--- src/rtl/pfa_pkg.sv ---
// Shared constants, payload words and memory request type for the page frame allocator.
`timescale 1ns / 1ps

package pfa_pkg;

    // Geometry
    localparam int FRAME_COUNT = 64;
    localparam int FRAME_BYTES = 256;
    localparam int FRAME_W     = $clog2(FRAME_COUNT);
    localparam int BYTE_W      = $clog2(FRAME_BYTES);
    localparam int ADDR_W      = FRAME_W + BYTE_W;
    localparam int MEM_DEPTH   = FRAME_COUNT * FRAME_BYTES;
    // Stored values are frame numbers, pointers or in-use flags: one frame index wide
    localparam int DATA_W      = FRAME_W;
    // Byte offset in frame 0 of the per-process table pointers
    localparam int PTR_BASE    = 64;

    // Request codes
    localparam logic [1:0] REQ_NEW  = 2'd0;
    localparam logic [1:0] REQ_KILL = 2'd1;
    localparam logic [1:0] REQ_READ = 2'd2;

    typedef struct packed {
        logic [1:0] req_type;
        logic [5:0] proc_id;
        logic [7:0] num_pages;
        logic [7:0] virt_page;
    } t_in_word;

    typedef struct packed {
        logic       status;
        logic [5:0] table_frame;
        logic [5:0] mapped_frame;
    } t_out_word;

    typedef struct packed {
        logic              we;
        logic [ADDR_W-1:0] waddr;
        logic [DATA_W-1:0] wdata;
        logic [ADDR_W-1:0] raddr;
    } t_mem_req;

endpackage

--- src/rtl/pfa_seq.sv ---
// Request sequencer: clearing pass, free map scan, table walks and entry reads.
`timescale 1ns / 1ps

module pfa_seq (
    input  logic                       i_clk,
    input  logic                       i_rst_n,
    input  logic                       i_in_valid,
    input  pfa_pkg::t_in_word          i_in_word,
    output logic                       o_in_stall,
    output logic                       o_res_valid,
    output pfa_pkg::t_out_word         o_res_word,
    input  logic                       i_res_ready,
    output pfa_pkg::t_mem_req          o_mem_req,
    input  logic [pfa_pkg::DATA_W-1:0] i_mem_rdata
);

    localparam int FW = pfa_pkg::FRAME_W;
    localparam int BW = pfa_pkg::BYTE_W;
    localparam int AW = pfa_pkg::ADDR_W;
    localparam int DW = pfa_pkg::DATA_W;

    localparam logic [3:0] S_CLR    = 4'd0;
    localparam logic [3:0] S_IDLE   = 4'd1;
    localparam logic [3:0] S_N_CHK  = 4'd2;
    localparam logic [3:0] S_N_REC  = 4'd3;
    localparam logic [3:0] S_K_PTR  = 4'd4;
    localparam logic [3:0] S_K_CHK  = 4'd5;
    localparam logic [3:0] S_K_CLR  = 4'd6;
    localparam logic [3:0] S_K_FREE = 4'd7;
    localparam logic [3:0] S_R_PTR  = 4'd8;
    localparam logic [3:0] S_R_ENT  = 4'd9;
    localparam logic [3:0] S_DONE   = 4'd10;

    localparam logic [AW-1:0] LAST_ADDR  = AW'(pfa_pkg::MEM_DEPTH - 1);
    localparam logic [FW-1:0] LAST_FRAME = FW'(pfa_pkg::FRAME_COUNT - 1);
    localparam logic [BW-1:0] LAST_BYTE  = BW'(pfa_pkg::FRAME_BYTES - 1);

    logic [3:0]    r_state, n_state;
    logic [AW-1:0] r_clr, n_clr;
    logic [FW-1:0] r_cur, n_cur;
    logic [BW-1:0] r_idx, n_idx;
    logic [FW-1:0] r_tab, n_tab;
    logic          r_tphase, n_tphase;
    logic [5:0]    r_proc, n_proc;
    logic [7:0]    r_count, n_count;
    logic [7:0]    r_vpage, n_vpage;
    logic          r_status, n_status;
    logic [5:0]    r_tframe, n_tframe;
    logic [5:0]    r_mframe, n_mframe;

    logic [AW-1:0] w_ptr_in;
    logic [AW-1:0] w_ptr_cur;
    logic [FW-1:0] w_cur_nx;
    logic          w_pages_done;

    // Pointer byte addresses in frame 0
    assign w_ptr_in  = AW'(pfa_pkg::PTR_BASE) + AW'(i_in_word.proc_id);
    assign w_ptr_cur = AW'(pfa_pkg::PTR_BASE) + AW'(r_proc);
    assign w_cur_nx  = r_cur + 1'b1;

    // Next state and memory port
    always_comb begin
        n_state      = r_state;
        n_clr        = r_clr;
        n_cur        = r_cur;
        n_idx        = r_idx;
        n_tab        = r_tab;
        n_tphase     = r_tphase;
        n_proc       = r_proc;
        n_count      = r_count;
        n_vpage      = r_vpage;
        n_status     = r_status;
        n_tframe     = r_tframe;
        n_mframe     = r_mframe;
        o_mem_req    = '0;
        w_pages_done = 1'b0;

        case (r_state)
            // Zero the whole memory; frame 0 is marked in use
            S_CLR: begin
                o_mem_req.we    = 1'b1;
                o_mem_req.waddr = r_clr;
                o_mem_req.wdata = (r_clr == '0) ? DW'(1) : '0;
                if (r_clr == LAST_ADDR) begin
                    n_state = S_IDLE;
                end else begin
                    n_clr = r_clr + 1'b1;
                end
            end

            S_IDLE: begin
                if (i_in_valid) begin
                    n_proc   = i_in_word.proc_id;
                    n_count  = i_in_word.num_pages;
                    n_vpage  = i_in_word.virt_page;
                    n_status = 1'b0;
                    n_tframe = '0;
                    n_mframe = '0;
                    case (i_in_word.req_type)
                        pfa_pkg::REQ_NEW: begin
                            o_mem_req.raddr = '0;
                            n_cur    = '0;
                            n_tphase = 1'b1;
                            n_state  = S_N_CHK;
                        end
                        pfa_pkg::REQ_KILL: begin
                            o_mem_req.raddr = w_ptr_in;
                            n_state = S_K_PTR;
                        end
                        pfa_pkg::REQ_READ: begin
                            o_mem_req.raddr = w_ptr_in;
                            n_state = S_R_PTR;
                        end
                        default: begin
                            n_state = S_DONE;
                        end
                    endcase
                end
            end

            // Free map scan: data is the flag of frame r_cur, next frame prefetched
            S_N_CHK: begin
                o_mem_req.raddr = AW'(w_cur_nx);
                if (i_mem_rdata == '0) begin
                    o_mem_req.we    = 1'b1;
                    o_mem_req.waddr = AW'(r_cur);
                    o_mem_req.wdata = DW'(1);
                    n_state         = S_N_REC;
                end else if (r_cur == LAST_FRAME) begin
                    // out of frames
                    n_status = 1'b1;
                    if (r_tphase) begin
                        o_mem_req.we    = 1'b1;
                        o_mem_req.waddr = w_ptr_cur;
                        o_mem_req.wdata = '0;
                    end
                    n_state = S_DONE;
                end else begin
                    n_cur = w_cur_nx;
                end
            end

            // Record the frame just taken as table pointer or table entry
            S_N_REC: begin
                o_mem_req.raddr = AW'(w_cur_nx);
                o_mem_req.we    = 1'b1;
                o_mem_req.wdata = DW'(r_cur);
                if (r_tphase) begin
                    o_mem_req.waddr = w_ptr_cur;
                    n_tframe        = r_cur;
                    n_tab           = r_cur;
                    n_tphase        = 1'b0;
                    n_idx           = '0;
                    w_pages_done    = (r_count == '0);
                end else begin
                    o_mem_req.waddr = {r_tab, r_idx};
                    n_idx           = r_idx + 1'b1;
                    w_pages_done    = (r_idx == r_count - 1'b1);
                end
                if (w_pages_done) begin
                    n_state = S_DONE;
                end else if (r_cur == LAST_FRAME) begin
                    n_status = 1'b1;
                    n_state  = S_DONE;
                end else begin
                    n_cur   = w_cur_nx;
                    n_state = S_N_CHK;
                end
            end

            // Kill: table pointer arrives
            S_K_PTR: begin
                if (i_mem_rdata == '0) begin
                    n_state = S_DONE;
                end else begin
                    n_tab           = i_mem_rdata;
                    n_idx           = '0;
                    o_mem_req.raddr = {i_mem_rdata, BW'(0)};
                    n_state         = S_K_CHK;
                end
            end

            // Kill: entry r_idx arrives; free its frame if mapped
            S_K_CHK: begin
                if (i_mem_rdata != '0) begin
                    o_mem_req.we    = 1'b1;
                    o_mem_req.waddr = AW'(i_mem_rdata);
                    o_mem_req.wdata = '0;
                    n_state         = S_K_CLR;
                end else if (r_idx == LAST_BYTE) begin
                    n_state = S_K_FREE;
                end else begin
                    o_mem_req.raddr = {r_tab, r_idx + 1'b1};
                    n_idx           = r_idx + 1'b1;
                end
            end

            // Kill: clear the entry, fetch the next one
            S_K_CLR: begin
                o_mem_req.we    = 1'b1;
                o_mem_req.waddr = {r_tab, r_idx};
                o_mem_req.wdata = '0;
                if (r_idx == LAST_BYTE) begin
                    n_state = S_K_FREE;
                end else begin
                    o_mem_req.raddr = {r_tab, r_idx + 1'b1};
                    n_idx           = r_idx + 1'b1;
                    n_state         = S_K_CHK;
                end
            end

            // Kill: release the table frame itself
            S_K_FREE: begin
                o_mem_req.we    = 1'b1;
                o_mem_req.waddr = AW'(r_tab);
                o_mem_req.wdata = '0;
                n_tframe        = r_tab;
                n_state         = S_DONE;
            end

            // Read: table pointer arrives
            S_R_PTR: begin
                if (i_mem_rdata == '0) begin
                    n_state = S_DONE;
                end else begin
                    n_tframe        = i_mem_rdata;
                    o_mem_req.raddr = {i_mem_rdata, r_vpage};
                    n_state         = S_R_ENT;
                end
            end

            S_R_ENT: begin
                n_mframe = i_mem_rdata;
                n_state  = S_DONE;
            end

            // Hand the result word to the output register
            S_DONE: begin
                if (i_res_ready) begin
                    n_state = S_IDLE;
                end
            end

            default: begin
                n_state = S_IDLE;
            end
        endcase
    end

    // Control registers
    always_ff @(posedge i_clk) begin
        if (!i_rst_n) begin
            r_state <= S_CLR;
            r_clr   <= '0;
        end else begin
            r_state <= n_state;
            r_clr   <= n_clr;
        end
    end

    // Working registers
    always_ff @(posedge i_clk) begin
        r_cur    <= n_cur;
        r_idx    <= n_idx;
        r_tab    <= n_tab;
        r_tphase <= n_tphase;
        r_proc   <= n_proc;
        r_count  <= n_count;
        r_vpage  <= n_vpage;
        r_status <= n_status;
        r_tframe <= n_tframe;
        r_mframe <= n_mframe;
    end

    assign o_in_stall               = (r_state != S_IDLE);
    assign o_res_valid              = (r_state == S_DONE);
    assign o_res_word.status        = r_status;
    assign o_res_word.table_frame   = r_tframe;
    assign o_res_word.mapped_frame  = r_mframe;

endmodule

--- config.mk ---
export PLATFORM = sky130hd
export DESIGN_NAME = pfa_seq
export DESIGN_NICKNAME = d
export VERILOG_FILES = /design/src/rtl/pfa_pkg.sv /design/src/rtl/pfa_seq.sv
export SDC_FILE = /design/constraint.sdc
export NUM_CORES = 1
export LEC_CHECK = 0
export ABC_AREA = 1
export BUFFER_PORTS_ARGS = -buffer_cell sky130_fd_sc_hd__buf_2
export CAP_MARGIN = 20
export CORE_UTILIZATION = 43
export DETAILED_ROUTE_END_ITERATION = 8
export GPL_ROUTABILITY_DRIVEN = 1
export GPL_TIMING_DRIVEN = 0
export PLACE_DENSITY = 0.65
export SYNTH_ARGS = -nofsm -noshare
export SYNTH_HDL_FRONTEND = slang
export SYNTH_SLANG_ARGS = --single-unit
--- constraint.sdc ---
create_clock -name i_clk -period 5.45 [get_ports i_clk]
set_input_delay 1.09 -clock i_clk [delete_from_list [all_inputs] [get_ports i_clk]]
set_output_delay 1.09 -clock i_clk [all_outputs]
set_load 0.05 [all_outputs]
==> results.py, run 1 <==
metrics = {
    "outcome": {
        "outcome": "finished clean",
    },
    "routing": {
        "route.detailed.wl_per_inst_um": 16.5,
        "via_count": 4308,
        "antenna_violating_nets_left": 0,
        "remaining_drc_errors": 0,
        "drt_initial_violations": 312,
        "drt_wl_total_um": 13200,
        "detail_route.vias_per_cell": 5.39,
        "drtPass1Iterations": 5,
    },
    "timing": {
        "worst_pin_slew_ns": 0.968,
        "fmax_ghz": 0.254,
        "setup_tns_ns": 0,
        "finalClockSkew_ns": 0.0151,
        "rsz0062_at_grt": "no",
        "drv_slew": 0,
        "finalHoldViolCount": 0,
        "final_critical_path_share_of_the_clock_period_pct": 72.2,
        "slew_headroom_pct": 35.4,
        "min_period_ns": 3.93,
        "setup_violations": 0,
    },
    "synthesis": {
        "async_flop_share_pct": 0,
        "netlist_area_sq_um": 4680,
        "synth-warning-count": 0,
        "synth.ff_latch_count": 74,
        "synth-edff-count": 56,
        "synth.distinct_cells": 45,
        "post_synth_inst_count": 565,
        "yosysSeqAreaShare_pct": 43.7,
        "ys_dominant_reg_cell": "sky130_fd_sc_hd__edfxtp_1",
        "synthesis.nets": 609,
        "syn-mean-instance-area_sq_um": 8.28,
    },
    "clocking": {
        "postCtsHoldBufs": 0,
        "clockRootBuffer": "sky130_fd_sc_hd__clkbuf_8",
        "clkLatencyLatePin_ns": 0.36,
        "path_clk_slew_ns": 0.08,
        "cts_resized": 0,
        "htree_levels": 3,
        "number_of_sinks_on_the_clock_net": 74,
        "post-cts-setup-buffer-count": 0,
        "cts_buffers": 9,
        "maximum_count_of_clock_buffers_along_a_single_path": 2,
        "tritoncts": "done",
    },
    "hold_path": {
        "worstHoldPathType": "flop to flop",
        "hold_path_startpoint": "r_clr[6]$_SDFFE_PN0P_",
    },
    "pwr": {
        "totalPowerFinal_mw": 1.64,
        "pleak_nw": 2.49,
        "power_per_cell_area_nw_per_um2": 299,
        "max-vdd-ir-drop_v": 0.000174,
    },
    "place": {
        "final_hpwl_from_detailed_placement_um": 10600,
        "finalWeightedCongestion": 0.900,
        "port_buffers": 82,
    },
    "global_route": {
        "pin_count_of_the_biggest_net_entering_global_routing": 17,
        "first_pass_grt_wire_length_um": 20900,
        "grt.overflow.total": 0,
        "via_count_of_the_first_global_routing_pass": 4154,
        "antenna_found_initial": 0,
        "grt_util_all_layers_pct": 24.5,
    },
    "worst_setup_path": {
        "critPathMostFrequentCell": "sky130_fd_sc_hd__buf_2",
        "startpoint": "i_mem_rdata[5]",
        "reg2reg_slack_ns": 2.86,
        "timing.critical_path.slowest_stage_cell": "sky130_fd_sc_hd__nor2_1",
        "critical_path_arrival_ns": 2.84,
        "reg2reg_from": "r_count[0]$_DFFE_PP_",
        "timing.setup.critical_path_class": "input port to primary output",
        "worst_setup_path_start_kind": "input port",
        "crit_fanout": 10,
        "worstSetupEndpointType": "primary output",
        "cp_data_required_time_ns": 4.36,
        "crit_path_cell_trace": "buf_2 > inv_1 > nand4_1 > buf_2 > nand2_1 > nor2_1 > o21ai_0 > o2111ai_1 > buf_2",
        "delay_of_the_slowest_cell_on_the_worst_path_ns": 0.38,
    },
    "finish": {
        "areaGrowthSynthToFinish_pct": 17.1,
        "drive_above_1_share_pct": 24.2,
        "num-fill-cells": 1026,
        "fin_nets": 703,
        "diodes": 0,
    },
    "flow_run": {
        "timing.max_cap.violations": 0,
    },
    "die": {
        "io_pins": 84,
        "die_area_sq_um": 11300,
        "die-width_um": 106,
        "die_y_um": 106,
        "core_area_sq_um": 10400,
        "start_util_pct": 44.9,
        "row_count": 37,
    },
}
-- final timing paths --
check                           endpoint  depth (start not counted)
setup reg to reg  r_cur[5]$_SDFFCE_PP0P_                         14
hold reg to reg    r_clr[6]$_SDFFE_PN0P_                          1
setup / recovery           o_mem_req[23]                          9
hold / removal     r_clr[6]$_SDFFE_PN0P_                          1
-- placed cells by master, fill, tap and decap left out, drive strengths merged, types with 12 or more instances in the layout --
cell type and count:
dfxtp 18, nand3 22, edfxtp 56, inv 87
o211ai 13, clkbuf 13, a21oi 23, buf 90
o21ai 31, nor2 87, nand2 132, xor2 12
-- per-stage QoR --
stage                     hold slack (ns)  setup slack, ns  instance area, sq um  std cells  util, %
after floorplan                     0.455             1.39                  4680        565        -
after global placement              0.473            0.621                  5260        783     50.5
after detailed placement            0.481             1.56                  5290        784     50.8
after CTS                           0.499             1.57                  5480        800     52.6
after global routing                0.532             1.39                  5480        800     52.6
final                               0.499             1.52                  5480        800     52.6
-- kinds of logic after synthesis --
family                     count (synthesis)  share of synthesized area [%]
buffers and inverters                     99                           8.48
adders and majority gates                 10                           2.68
DFF                                       74                           43.7
xor gates and xnor gates                  15                           2.81
and+or+nand+nor                          265                           27.3
AOI/OAI and AO/OA                        102                           15.0
-- cells in the mapped netlist, types with 2 or more instances --
| master | number | area share, % |
|---|---|---|
| sky130_fd_sc_hd__nor2_8 | 3 | 1.3 |
| sky130_fd_sc_hd__inv_2 | 11 | 0.88 |
| sky130_fd_sc_hd__ha_1 | 10 | 2.7 |
| sky130_fd_sc_hd__a221oi_1 | 3 | 0.56 |
| sky130_fd_sc_hd__o221ai_1 | 8 | 1.5 |
| sky130_fd_sc_hd__clkinv_1 | 2 | 0.16 |
| sky130_fd_sc_hd__nand3_2 | 2 | 0.43 |
| sky130_fd_sc_hd__xnor2_1 | 3 | 0.56 |
| sky130_fd_sc_hd__dfxtp_1 | 18 | 7.7 |
| sky130_fd_sc_hd__nor3_4 | 2 | 0.70 |
| sky130_fd_sc_hd__nor2_4 | 8 | 1.9 |
| sky130_fd_sc_hd__nand4_1 | 6 | 0.80 |
| sky130_fd_sc_hd__inv_4 | 3 | 0.40 |
| sky130_fd_sc_hd__nand2_2 | 4 | 0.53 |
| sky130_fd_sc_hd__clkbuf_1 | 3 | 0.24 |
| sky130_fd_sc_hd__a21oi_1 | 23 | 2.5 |
| sky130_fd_sc_hd__o2111ai_1 | 6 | 1.1 |
| sky130_fd_sc_hd__buf_2 | 5 | 0.53 |
| sky130_fd_sc_hd__nand4_2 | 3 | 0.80 |
| sky130_fd_sc_hd__inv_1 | 73 | 5.9 |
| sky130_fd_sc_hd__nor2_2 | 7 | 0.94 |
| sky130_fd_sc_hd__a22oi_1 | 2 | 0.32 |
| sky130_fd_sc_hd__nor4_1 | 6 | 0.80 |
| sky130_fd_sc_hd__o211ai_1 | 6 | 0.96 |
| sky130_fd_sc_hd__nand3_1 | 20 | 2.1 |
| sky130_fd_sc_hd__o211ai_2 | 7 | 1.9 |
| sky130_fd_sc_hd__nor3_1 | 6 | 0.64 |
| sky130_fd_sc_hd__o2111ai_2 | 2 | 0.64 |
| sky130_fd_sc_hd__nand2_1 | 126 | 10 |
| sky130_fd_sc_hd__nor2_1 | 69 | 5.5 |
| sky130_fd_sc_hd__nand2_4 | 2 | 0.48 |
| sky130_fd_sc_hd__o21ai_1 | 4 | 0.43 |
| sky130_fd_sc_hd__o22ai_1 | 9 | 1.2 |
| sky130_fd_sc_hd__xor2_1 | 12 | 2.2 |
| sky130_fd_sc_hd__o21ai_0 | 26 | 2.8 |
| sky130_fd_sc_hd__edfxtp_1 | 56 | 36 |
-- area by class of cell --
type                    count  area (sq um)  share of cell area (%)
plain buffers              10          55.1                    1.00
clock buffers              10           128                    2.33
clock inverters             6          57.6                    1.05
inverters                  89           342                    6.23
multi-input cells         392          2250                    41.0
flip-flops and latches     74          2040                    37.3
well taps                 136           170                    3.11
repair buffers             83           438                    7.99
-- sequential cells by signal, summed over array words and instances, names as in the netlist, 6 cells and up --
name,cells
r_clr,14
r_count,8
r_idx,8
r_vpage,8
r_cur,6
r_mframe,6
r_proc,6
r_tab,6
r_tframe,6
-- critical path: cells and delay by family --
family          cells  cell delay [ns]
buf+inv             4             0.77
compound gates      2             0.30
simple gates        3             0.66
-- metal layers --
metal,vias to the layer above,track usage [%],wire [um]
met1,2001,30.5,5460
met4,0,8.23,250
li1,2103,-,-
met3,23,5.03,1010
met5,-,0,0
met2,181,42.3,6440
-- report_power, final --
part	leakage, nW	internal, mW	switching [mW]
logic	1.74	0.133	0.365
registers	0.657	0.675	0.0412
clock network	0.0874	0.208	0.214
Note: power is estimated with default switching activity, not from simulation.
==> inputs of run 2 (changes only) <==
- PLACE_DENSITY: 0.65 -> 0.68
- clock period: 5.45 -> 3.5 ns (I/O delays scaled with it)
==> run 2 against run 1 <==
  * Final cell count shrank 0.13%
  * Critical endpoint is now o_mem_req[24]
  * Clock skew fell by 0.0085 ns
  * Via count rose by 0.49%
  * Sequential power up 56%
  * Wire length increased by 0.16%
  * Utilization decreased by 0.22 points
  * Combinational power is 55% higher
  * Highest routed layer unchanged
  * Power rose by 54%
  * Count of clock-buffer cells in the layout up 1
==> results.py, run 2 (synthesis results as in run 1) <==
metrics = {
    "global_route": {
        "grt.overflow.total": 0,
        "antenna_found_initial": 0,
        "first_pass_grt_wire_length_um": 20600,
        "grt_util_all_layers_pct": 24.3,
        "pin_count_of_the_biggest_net_entering_global_routing": 17,
        "via_count_of_the_first_global_routing_pass": 4009,
    },
    "timing": {
        "slew_headroom_pct": 32.7,
        "setup_tns_ns": 0,
        "drv_slew": 0,
        "final_critical_path_share_of_the_clock_period_pct": 94.3,
        "fmax_ghz": 0.303,
        "worst_pin_slew_ns": 1.01,
        "finalClockSkew_ns": 0.00658,
        "finalHoldViolCount": 0,
        "rsz0062_at_grt": "no",
        "min_period_ns": 3.30,
        "setup_violations": 0,
    },
    "clocking": {
        "clockRootBuffer": "sky130_fd_sc_hd__clkbuf_8",
        "path_clk_slew_ns": 0.08,
        "postCtsHoldBufs": 0,
        "cts_resized": 0,
        "tritoncts": "done",
        "maximum_count_of_clock_buffers_along_a_single_path": 2,
        "post-cts-setup-buffer-count": 0,
        "number_of_sinks_on_the_clock_net": 74,
        "clkLatencyLatePin_ns": 0.36,
        "cts_buffers": 9,
        "htree_levels": 3,
    },
    "die": {
        "die_area_sq_um": 11300,
        "die_y_um": 106,
        "start_util_pct": 44.9,
        "row_count": 37,
        "die-width_um": 106,
        "core_area_sq_um": 10400,
        "io_pins": 84,
    },
    "finish": {
        "postLayoutCellArea_sq_um": 5460,
        "drive_above_1_share_pct": 24.1,
        "most-common-layout-cells": "sky130_fd_sc_hd__nand2_1 (126), sky130_fd_sc_hd__buf_2 (87), sky130_fd_sc_hd__inv_1 (73)",
        "areaGrowthSynthToFinish_pct": 16.7,
        "regMostFlops": "r_clr",
        "num-fill-cells": 1005,
        "multi_input_area_sq_um": 2250,
        "diodes": 0,
        "fin_nets": 703,
        "largest_register_ffs": 14,
        "mostFrequentLayoutCell": "sky130_fd_sc_hd__nand2_1",
        "layout.area.seq_sq_um": 2040,
    },
    "place": {
        "postPlaceCellArea_sq_um": 5280,
        "finalWeightedCongestion": 0.921,
        "final_hpwl_from_detailed_placement_um": 10400,
        "port_buffers": 82,
    },
    "worst_setup_path": {
        "crit_path_cell_trace": "ha_1 > nand4_2 > nor2_2 > nand2_1 > nor2_1 > o21ai_0 > o211ai_1 > buf_2",
        "timing.critical_path.slowest_stage_cell": "sky130_fd_sc_hd__edfxtp_1",
        "delay_of_the_slowest_cell_on_the_worst_path_ns": 0.42,
        "critical_path_arrival_ns": 2.60,
        "worstSetupEndpointType": "primary output",
        "timing.setup.critical_path_class": "flop to primary output",
        "worst_setup_path_start_kind": "flop",
        "crit_fanout": 6,
        "cp_data_required_time_ns": 2.80,
    },
    "pwr": {
        "pleak_nw": 2.48,
        "power_per_cell_area_nw_per_um2": 461,
        "max-vdd-ir-drop_v": 0.000415,
        "totalPowerFinal_mw": 2.52,
    },
    "routing": {
        "route.detailed.wl_per_inst_um": 16.5,
        "drt_initial_violations": 425,
        "via_count": 4329,
        "remaining_drc_errors": 0,
        "antenna_violating_nets_left": 0,
        "drt_wl_total_um": 13200,
        "drtPass1Iterations": 5,
        "detail_route.vias_per_cell": 5.42,
    },
    "flow_run": {
        "timing.max_cap.violations": 0,
    },
    "hold_path": {
        "worstHoldPathType": "flop to flop",
    },
    "outcome": {
        "outcome": "finished clean",
    },
}
[run 2: worst max-delay path, delay by kind of cell (launching register included)]
kind	cells	cell delay [ns]
flops	1	0.42
compound gates	2	0.30
fa+ha+maj	1	0.25
buf+inv	1	0.31
simple gates	4	0.95
[run 2: routing by layer]
| metal | GRT usage, % | part of all wire, % |
|---|---|---|
| met3 | 5.95 | 6.9 |
| met1 | 30.1 | 43 |
| met2 | 40.1 | 48 |
| met5 | 0 | 0 |
| met4 | 10.3 | 2.7 |
[run 2: final cells by class]
type / instances / area share [%]
Multi-Input combinational cell: 392 / 41.2
Inverter: 89 / 6.26
Buffer: 10 / 1.01
Clock buffer: 11 / 2.41
Sequential cell: 74 / 37.4
Tap cell: 136 / 3.12
Timing Repair Buffer: 83 / 7.80
Clock inverter: 4 / 0.803
[run 2: path summary, 6_finish.rpt]
kind,startpoint,end,slack [ns],depth (start not counted)
max reg2reg,r_count[0]$_DFFE_PP_,r_cur[4]$_SDFFCE_PP0P_,1.03,14
max,r_cur[0]$_SDFFCE_PP0P_,o_mem_req[24],0.20,8
min reg2reg,r_clr[6]$_SDFFE_PN0P_,r_clr[6]$_SDFFE_PN0P_,0.51,1
min,r_clr[6]$_SDFFE_PN0P_,r_clr[6]$_SDFFE_PN0P_,0.51,1
[run 2: stage by stage]
stage / hold slack, ns / std cells / setup WS (ns) / utilization, %
CTS: 0.495 / 799 / 0.226 / 52.4
global placement: 0.474 / 783 / -0.508 / 50.5
floorplan: 0.455 / 565 / 0.0719 / -
detailed placement: 0.491 / 784 / 0.440 / 50.7
global route: 0.497 / 799 / 0.0270 / 52.4
finish: 0.510 / 799 / 0.200 / 52.4
[run 2: power breakdown]
group	switching [mW]	internal [mW]	leakage [nW]
logic	0.570	0.202	1.74
registers	0.0638	1.05	0.657
clock network	0.308	0.321	0.0906
total	0.942	1.57	2.48
